<file path="src/design/sai_pkg.sv">
`timescale 1ns / 1ps
// ----------------------------------------------------------------------------
// sai_pkg
// Shared types and constants of the sorted array insert unit.
// ----------------------------------------------------------------------------
package sai_pkg;

    localparam int CAPACITY    = 32;
    localparam int STORE_DEPTH = 32;
    localparam int USABLE_CAP  = (CAPACITY < STORE_DEPTH) ? CAPACITY : STORE_DEPTH;
    localparam int AW          = $clog2(STORE_DEPTH);
    localparam int CW          = AW + 1;
    localparam int DW          = 32;
    localparam int QUEUE_DEPTH = 2;
    localparam int QW          = $clog2(QUEUE_DEPTH);

    localparam logic [1:0] ST_OK      = 2'd0;
    localparam logic [1:0] ST_NOT_ASC = 2'd1;
    localparam logic [1:0] ST_FULL    = 2'd2;

    localparam logic KIND_LOAD   = 1'b0;
    localparam logic KIND_INSERT = 1'b1;

    typedef enum logic [1:0] {
        OP_LOAD    = 2'd0,
        OP_NOT_ASC = 2'd1,
        OP_FULL    = 2'd2,
        OP_INSERT  = 2'd3
    } op_t;

    typedef struct packed {
        op_t           op;
        logic [DW-1:0] value;
        logic [CW-1:0] cnt;
    } job_t;

endpackage

</file>
<file path="src/design/sai_front.sv">
`timescale 1ns / 1ps
// ----------------------------------------------------------------------------
// sai_front
// Accepts input beats and classifies them against a shadow count and maximum.
// ----------------------------------------------------------------------------
module sai_front (
    input  logic                          aclk,
    input  logic                          aresetn,
    input  logic                          s_valid,
    output logic                          s_ready,
    input  logic                          s_kind,
    input  logic signed [sai_pkg::DW-1:0] s_value,
    output logic                          push,
    output sai_pkg::job_t                 push_job,
    input  logic                          q_full
);

    logic [sai_pkg::CW-1:0] cnt_reg, cnt_next;
    logic [sai_pkg::DW-1:0] max_reg, max_next;
    logic                   full;
    logic                   below;

    assign s_ready = !q_full;
    assign push    = s_valid && s_ready;
    assign full    = (cnt_reg >= sai_pkg::CW'(sai_pkg::USABLE_CAP));
    assign below   = (cnt_reg != '0) && (s_value < $signed(max_reg));

    always_comb begin
        cnt_next       = cnt_reg;
        max_next       = max_reg;
        push_job.value = s_value;
        push_job.cnt   = cnt_reg;
        push_job.op    = sai_pkg::OP_FULL;
        if (full) begin
            push_job.op = sai_pkg::OP_FULL;
        end else if (s_kind == sai_pkg::KIND_LOAD) begin
            if (below) begin
                push_job.op = sai_pkg::OP_NOT_ASC;
            end else begin
                push_job.op = sai_pkg::OP_LOAD;
                cnt_next    = cnt_reg + 1'b1;
                max_next    = s_value;
            end
        end else begin
            push_job.op = sai_pkg::OP_INSERT;
            cnt_next    = cnt_reg + 1'b1;
            if (!below) begin
                max_next = s_value;
            end
        end
    end

    always_ff @(posedge aclk) begin
        if (!aresetn) begin
            cnt_reg <= '0;
        end else if (push) begin
            cnt_reg <= cnt_next;
        end
    end

    always_ff @(posedge aclk) begin
        if (push) begin
            max_reg <= max_next;
        end
    end

endmodule

</file>
<file path="src/design/sai_queue.sv">
`timescale 1ns / 1ps
// ----------------------------------------------------------------------------
// sai_queue
// Short job queue between the classifying front and the memory back end.
// ----------------------------------------------------------------------------
module sai_queue (
    input  logic          aclk,
    input  logic          aresetn,
    input  logic          push,
    input  sai_pkg::job_t push_job,
    output logic          q_full,
    output logic          q_valid,
    output sai_pkg::job_t q_job,
    input  logic          pop
);

    sai_pkg::job_t          slot_reg [sai_pkg::QUEUE_DEPTH];
    logic [sai_pkg::QW-1:0] wr_ptr_reg;
    logic [sai_pkg::QW-1:0] rd_ptr_reg;
    logic [sai_pkg::QW:0]   level_reg;

    assign q_full  = (level_reg == (sai_pkg::QW + 1)'(sai_pkg::QUEUE_DEPTH));
    assign q_valid = (level_reg != '0);
    assign q_job   = slot_reg[rd_ptr_reg];

    always_ff @(posedge aclk) begin
        if (!aresetn) begin
            wr_ptr_reg <= '0;
            rd_ptr_reg <= '0;
            level_reg  <= '0;
        end else begin
            if (push) begin
                wr_ptr_reg <= wr_ptr_reg + 1'b1;
            end
            if (pop) begin
                rd_ptr_reg <= rd_ptr_reg + 1'b1;
            end
            if (push && !pop) begin
                level_reg <= level_reg + 1'b1;
            end else if (pop && !push) begin
                level_reg <= level_reg - 1'b1;
            end
        end
    end

    always_ff @(posedge aclk) begin
        if (push) begin
            slot_reg[wr_ptr_reg] <= push_job;
        end
    end

endmodule

</file>
<file path="src/design/sai_back.sv">
`timescale 1ns / 1ps
// ----------------------------------------------------------------------------
// sai_back
// Carries out jobs on the element memory and drives the result register.
// ----------------------------------------------------------------------------
module sai_back (
    input  logic                          aclk,
    input  logic                          aresetn,
    input  logic                          q_valid,
    input  sai_pkg::job_t                 q_job,
    output logic                          pop,
    output logic                          m_valid,
    input  logic                          m_ready,
    output logic signed [sai_pkg::DW-1:0] m_elem,
    output logic [4:0]                    m_position,
    output logic                          m_last,
    output logic [1:0]                    m_status
);

    typedef enum logic [1:0] {
        S_IDLE = 2'b01,
        S_EMIT = 2'b10
    } state_t;

    state_t                 state_reg, state_next;
    logic [sai_pkg::DW-1:0] mem [sai_pkg::STORE_DEPTH];
    logic [sai_pkg::DW-1:0] rd_data_reg;
    logic                   rd_en;
    logic [sai_pkg::AW-1:0] rd_addr;
    logic                   wr_en;
    logic [sai_pkg::AW-1:0] wr_addr;
    logic [sai_pkg::DW-1:0] wr_data;

    logic [sai_pkg::AW-1:0] idx_reg, idx_next;
    logic [sai_pkg::AW-1:0] end_reg, end_next;
    logic [sai_pkg::DW-1:0] ins_reg, ins_next;
    logic [sai_pkg::DW-1:0] carry_reg, carry_next;
    logic                   after_reg, after_next;

    logic                   m_valid_reg, m_valid_next;
    logic [sai_pkg::DW-1:0] elem_reg, elem_next;
    logic [4:0]             pos_reg, pos_next;
    logic                   last_reg, last_next;
    logic [1:0]             status_reg, status_next;

    logic                   out_free;
    logic                   at_end;
    logic                   less;

    assign out_free = !m_valid_reg || m_ready;
    assign at_end   = (idx_reg == end_reg);
    assign less     = !at_end && ($signed(rd_data_reg) < $signed(ins_reg));

    assign m_valid    = m_valid_reg;
    assign m_elem     = elem_reg;
    assign m_position = pos_reg;
    assign m_last     = last_reg;
    assign m_status   = status_reg;

    always_comb begin
        state_next   = state_reg;
        pop          = 1'b0;
        rd_en        = 1'b0;
        rd_addr      = idx_reg;
        wr_en        = 1'b0;
        wr_addr      = idx_reg;
        wr_data      = ins_reg;
        idx_next     = idx_reg;
        end_next     = end_reg;
        ins_next     = ins_reg;
        carry_next   = carry_reg;
        after_next   = after_reg;
        m_valid_next = m_valid_reg && !m_ready;
        elem_next    = elem_reg;
        pos_next     = pos_reg;
        last_next    = last_reg;
        status_next  = status_reg;
        unique case (state_reg)
            S_IDLE: begin
                if (q_valid) begin
                    if (q_job.op == sai_pkg::OP_INSERT) begin
                        pop        = 1'b1;
                        rd_en      = 1'b1;
                        rd_addr    = '0;
                        idx_next   = '0;
                        end_next   = q_job.cnt[sai_pkg::AW-1:0];
                        ins_next   = q_job.value;
                        after_next = 1'b0;
                        state_next = S_EMIT;
                    end else if (out_free) begin
                        pop          = 1'b1;
                        m_valid_next = 1'b1;
                        elem_next    = '0;
                        pos_next     = '0;
                        last_next    = 1'b1;
                        case (q_job.op)
                            sai_pkg::OP_LOAD:    status_next = sai_pkg::ST_OK;
                            sai_pkg::OP_NOT_ASC: status_next = sai_pkg::ST_NOT_ASC;
                            default:             status_next = sai_pkg::ST_FULL;
                        endcase
                        if (q_job.op == sai_pkg::OP_LOAD) begin
                            wr_en   = 1'b1;
                            wr_addr = q_job.cnt[sai_pkg::AW-1:0];
                            wr_data = q_job.value;
                        end
                    end
                end
            end
            S_EMIT: begin
                if (out_free) begin
                    if (after_reg) begin
                        wr_data    = carry_reg;
                        carry_next = rd_data_reg;
                    end else if (less) begin
                        wr_data = rd_data_reg;
                    end else begin
                        wr_data    = ins_reg;
                        carry_next = rd_data_reg;
                        after_next = 1'b1;
                    end
                    wr_en        = 1'b1;
                    m_valid_next = 1'b1;
                    elem_next    = wr_data;
                    pos_next     = 5'(idx_reg);
                    last_next    = at_end;
                    status_next  = sai_pkg::ST_OK;
                    if (at_end) begin
                        state_next = S_IDLE;
                    end else begin
                        idx_next = idx_reg + 1'b1;
                        rd_en    = 1'b1;
                        rd_addr  = idx_reg + 1'b1;
                    end
                end
            end
            default: begin
                state_next = S_IDLE;
            end
        endcase
    end

    always_ff @(posedge aclk) begin
        if (!aresetn) begin
            state_reg   <= S_IDLE;
            m_valid_reg <= 1'b0;
        end else begin
            state_reg   <= state_next;
            m_valid_reg <= m_valid_next;
        end
    end

    always_ff @(posedge aclk) begin
        idx_reg    <= idx_next;
        end_reg    <= end_next;
        ins_reg    <= ins_next;
        carry_reg  <= carry_next;
        after_reg  <= after_next;
        elem_reg   <= elem_next;
        pos_reg    <= pos_next;
        last_reg   <= last_next;
        status_reg <= status_next;
    end

    always_ff @(posedge aclk) begin
        if (wr_en) begin
            mem[wr_addr] <= wr_data;
        end
        if (rd_en) begin
            rd_data_reg <= mem[rd_addr];
        end
    end

endmodule

</file>
<file path="src/design/sorted_array_insert_unit.sv">
`timescale 1ns / 1ps
// ----------------------------------------------------------------------------
// sorted_array_insert_unit
// Ascending array of signed Q16.16 values with load, insert and readout.
//
//   channel  dir  handshake          payload
//   s_       in   s_valid/s_ready    s_kind, s_value
//   m_       out  m_valid/m_ready    m_elem, m_position, m_last, m_status
//
// A load or a rejected beat gives a single result beat from the back end.
// An insert starts with one memory read, then emits one element per cycle while
// the output is free, reading the next entry while writing back the current one.
// A two-entry queue lets the front take beats while the back end works.
// Reset clears the element count; memory contents need no clearing.
// Either side may stall at any time; the result register holds its beat.
// ----------------------------------------------------------------------------
module sorted_array_insert_unit (
    input  logic                          aclk,
    input  logic                          aresetn,
    input  logic                          s_valid,
    output logic                          s_ready,
    input  logic                          s_kind,
    input  logic signed [sai_pkg::DW-1:0] s_value,
    output logic                          m_valid,
    input  logic                          m_ready,
    output logic signed [sai_pkg::DW-1:0] m_elem,
    output logic [4:0]                    m_position,
    output logic                          m_last,
    output logic [1:0]                    m_status
);

    logic          push;
    sai_pkg::job_t push_job;
    logic          q_full;
    logic          q_valid;
    sai_pkg::job_t q_job;
    logic          pop;

    sai_front u_front (
        .aclk     (aclk),
        .aresetn  (aresetn),
        .s_valid  (s_valid),
        .s_ready  (s_ready),
        .s_kind   (s_kind),
        .s_value  (s_value),
        .push     (push),
        .push_job (push_job),
        .q_full   (q_full)
    );

    sai_queue u_queue (
        .aclk     (aclk),
        .aresetn  (aresetn),
        .push     (push),
        .push_job (push_job),
        .q_full   (q_full),
        .q_valid  (q_valid),
        .q_job    (q_job),
        .pop      (pop)
    );

    sai_back u_back (
        .aclk       (aclk),
        .aresetn    (aresetn),
        .q_valid    (q_valid),
        .q_job      (q_job),
        .pop        (pop),
        .m_valid    (m_valid),
        .m_ready    (m_ready),
        .m_elem     (m_elem),
        .m_position (m_position),
        .m_last     (m_last),
        .m_status   (m_status)
    );

endmodule
</file>
<file path="config.mk">
export PLATFORM = sky130hd
export DESIGN_NAME = sorted_array_insert_unit
export DESIGN_NICKNAME = d
export VERILOG_FILES = /design/src/design/sai_pkg.sv /design/src/design/sai_front.sv /design/src/design/sai_queue.sv /design/src/design/sai_back.sv /design/src/design/sorted_array_insert_unit.sv
export SDC_FILE = /design/constraint.sdc
export NUM_CORES = 1
export LEC_CHECK = 0
export BUFFER_PORTS_ARGS = -buffer_cell sky130_fd_sc_hd__clkbuf_2
export CELL_PAD_IN_SITES_DETAIL_PLACEMENT = 0
export CELL_PAD_IN_SITES_GLOBAL_PLACEMENT = 1
export CORE_MARGIN = 2
export CORE_UTILIZATION = 44
export DETAILED_ROUTE_END_ITERATION = 12
export PLACE_DENSITY_LB_ADDON = 0.08
export SETUP_SLACK_MARGIN = 0.4
export SLEW_MARGIN = 20
export SYNTH_ARGS = -nofsm -noshare
export SYNTH_HDL_FRONTEND = slang
export SYNTH_HIERARCHICAL = 1
export SYNTH_SLANG_ARGS = --single-unit
</file>
<file path="constraint.sdc">
create_clock -name aclk -period 8.2 [get_ports aclk]
set_input_delay 1.64 -clock aclk [delete_from_list [all_inputs] [get_ports aclk]]
set_output_delay 1.64 -clock aclk [all_outputs]
set_load 0.01 [all_outputs]
</file>
==> results_dict.tcl <==
set metrics [dict create \
    gr-total-overflow 0 \
    maxCapViolations 0 \
    layout_common_cells "1,276 x edfxtp_1, 384 x nand2_1, 194 x a211oi_1, 169 x and3_1, 158 x a31oi_1" \
    path_cells "clkbuf_2 > nor2b_1 > a221oi_2 > o311ai_2 > o21ai_4 > buf_4 > inv_8 > buf_4 > a211oi_1 > a31oi_1 > o22ai_1 > nor4_1" \
    synth_area_um2 53800 \
    die_height_um 354 \
    port_buffers 78 \
    critical_path_class "input pin to flip-flop" \
    pin_count 79 \
    die-area_um2 125000 \
    yosys_warnings 6 \
    drt_iter0_drc 3244 \
    htreeDepth 4 \
    p_comb_share_pct 24.3 \
    cts_setup_buffers 0 \
    ant_nets 0 \
    worst-path-buf-inv 4 \
    firstDrtPassIters 6 \
    start_util_pct 44.2 \
    post_drt_via_cell_ratio 6.08 \
    syn_area_per_cell_um2 14.6 \
    ctsLongestPathBuffers 3 \
    worst_slew_pin_slew_ns 1.11 \
    finalHoldViolCount 0 \
    drc 0 \
    grt_start_max_net_pins 127 \
    num_rows 128 \
    root_buffer "clkbuf_16" \
    cp_max_fo 126 \
    final_core_util_pct 50.4 \
    final_common_cell "edfxtp_1" \
    wl_per_cell_um 29.6 \
    pwr-share-seq_pct 44.7 \
    multi_input_area_um2 14200 \
    post_cts_resized 0 \
    setup_viol 0 \
    syn-instance-count 3684 \
    holdPathEnd "u_back/state_reg[0]" \
    critical-path-slowest-cell "nor4_1" \
    fillerInstances 10200 \
    seq_area_um2 38700 \
    rsz0062_at_grt "false" \
    finalSetupTns_ns 0 \
    arrival_ns 6.17 \
    placed_cell_area_um2 56700 \
    internal_power_w 0.0138 \
    fmax_mhz 173 \
    antenna_found_initial 3 \
    ff2ff_setup_slack_ns 2.54 \
    whs_path_depth 1 \
    status "completed" \
    syn_nets 3789 \
    place_congestion 0.822 \
    min_period_ns 5.77 \
    numCtsBuffers 142 \
    critical_path_required_ns 8.60 \
    path_clk_slew_ns 0.06 \
    cts_hold_buf 0 \
    vias 33200 \
    clk_latency_ns 0.75 \
    skew_ns 0.0466 \
    grt_pass1_wl_mm 235 \
    clock_sinks 1295 \
    r2r-end "u_back/rd_data_reg[0]" \
    final_nets 3840 \
    grt_pass1_vias 32700 \
    dpl.hpwl_mm 95.3 \
    power_leakage_nw 20.6 \
    cts_tree "done" \
    reg2reg_depth 12 \
    cp_top_family "simple AND/OR/NAND/NOR gates" \
    hold_class "flip-flop to flip-flop" \
    power_switching_w 0.00625 \
    core_um2 122000 \
    ir_drop_mv 0.244 \
    min-delay-start "u_back/state_reg[0]" \
    max_stage_delay_ns 0.83 \
    wirelength_mm 161 \
    r2r_start "u_back/state_reg[0]" \
    slew_viol_final 0 \
    cpMostUsedCell "buf_4" \
    grtUsageTotal_pct 25.7 \
    syn2layout_area_growth_pct 13.9 \
    clockPowerShare_pct 30.9 \
    end_kind "flip-flop" \
    stdcell_area_um2 61200 \
    final_layout_size_suffix_gt1_share_pct 17.4 \
    critPathLaunchType "input pin" \
    slew_headroom_pct 25.6 \
    fin_crit_sh_pct 70.3 \
    die_w_um 354 \
    swShare_pct 31.2 \
    largest_reg_flops 1024 \
    power_density_nw_per_um2 327 \
]
[how the worst max path moves through the flow]
| stage | startpoint | end | slack, ns | cells past startpoint |
|---|---|---|---|---|
| 2_1_floorplan | s_value[31] | u_front/max_reg[0] | 2.40 | 6 |
| 6_report | m_ready | u_back/rd_data_reg[0] | 2.43 | 12 |
| 3_5_place_dp | m_ready | u_back/rd_data_reg[0] | 1.74 | 12 |
| 5_1_grt | m_ready | u_back/rd_data_reg[0] | 2.19 | 12 |
| 3_3_place_gp | m_ready | u_back/rd_data_reg[0] | 1.84 | 12 |
| 4_1_cts | m_ready | u_back/rd_data_reg[0] | 2.52 | 12 |
[worst reg2reg max path, delay by kind of cell, from the launching register on]
family	cells	cell delay, ns
compound gates	5	1.67
fa+ha+maj	1	0.99
buf+inv	3	1.02
simple gates	3	1.28
flops	1	0.35
[per-stage QoR]
step	cells	total power, W	setup slack (ns)	hold slack (ns)
detailed placement	5215	0.0140	1.74	0.473
global route	5461	0.0208	2.19	0.536
global placement	5207	0.0139	1.84	0.465
floorplan	3684	0.0118	2.40	0.453
CTS	5460	0.0202	2.52	0.498
finish	5463	0.0200	2.43	0.494
[metal layers]
metal	track usage, %	up-vias	share of wire, %
met3	3.94	239	5.6
met4	7.52	0	2.7
li1	-	14500	-
met5	0	-	0
met1	36.1	17400	44
met2	41.5	1112	48
[cell type report]
type                       instances  share of cell area, %
tap                             1625                   3.32
clock buffer                     180                   6.31
timing repair buffer             202                   2.41
multi-input combinational       2014                   23.2
clock inverter                    65                  0.995
sequential                      1295                   63.2
antenna                            2                0.00817
inverter                          80                  0.503
[power by group through the flow]
stage / clock (W) / sequential [W] / combinational, W
2_1_floorplan: 0 / 0.00913 / 0.00269
3_3_place_gp: 0 / 0.00910 / 0.00480
3_5_place_dp: 0 / 0.00911 / 0.00490
4_1_cts: 0.00633 / 0.00898 / 0.00492
5_1_grt: 0.00656 / 0.00900 / 0.00528
6_report: 0.00620 / 0.00897 / 0.00487
Power figures use the tool's default switching activity.
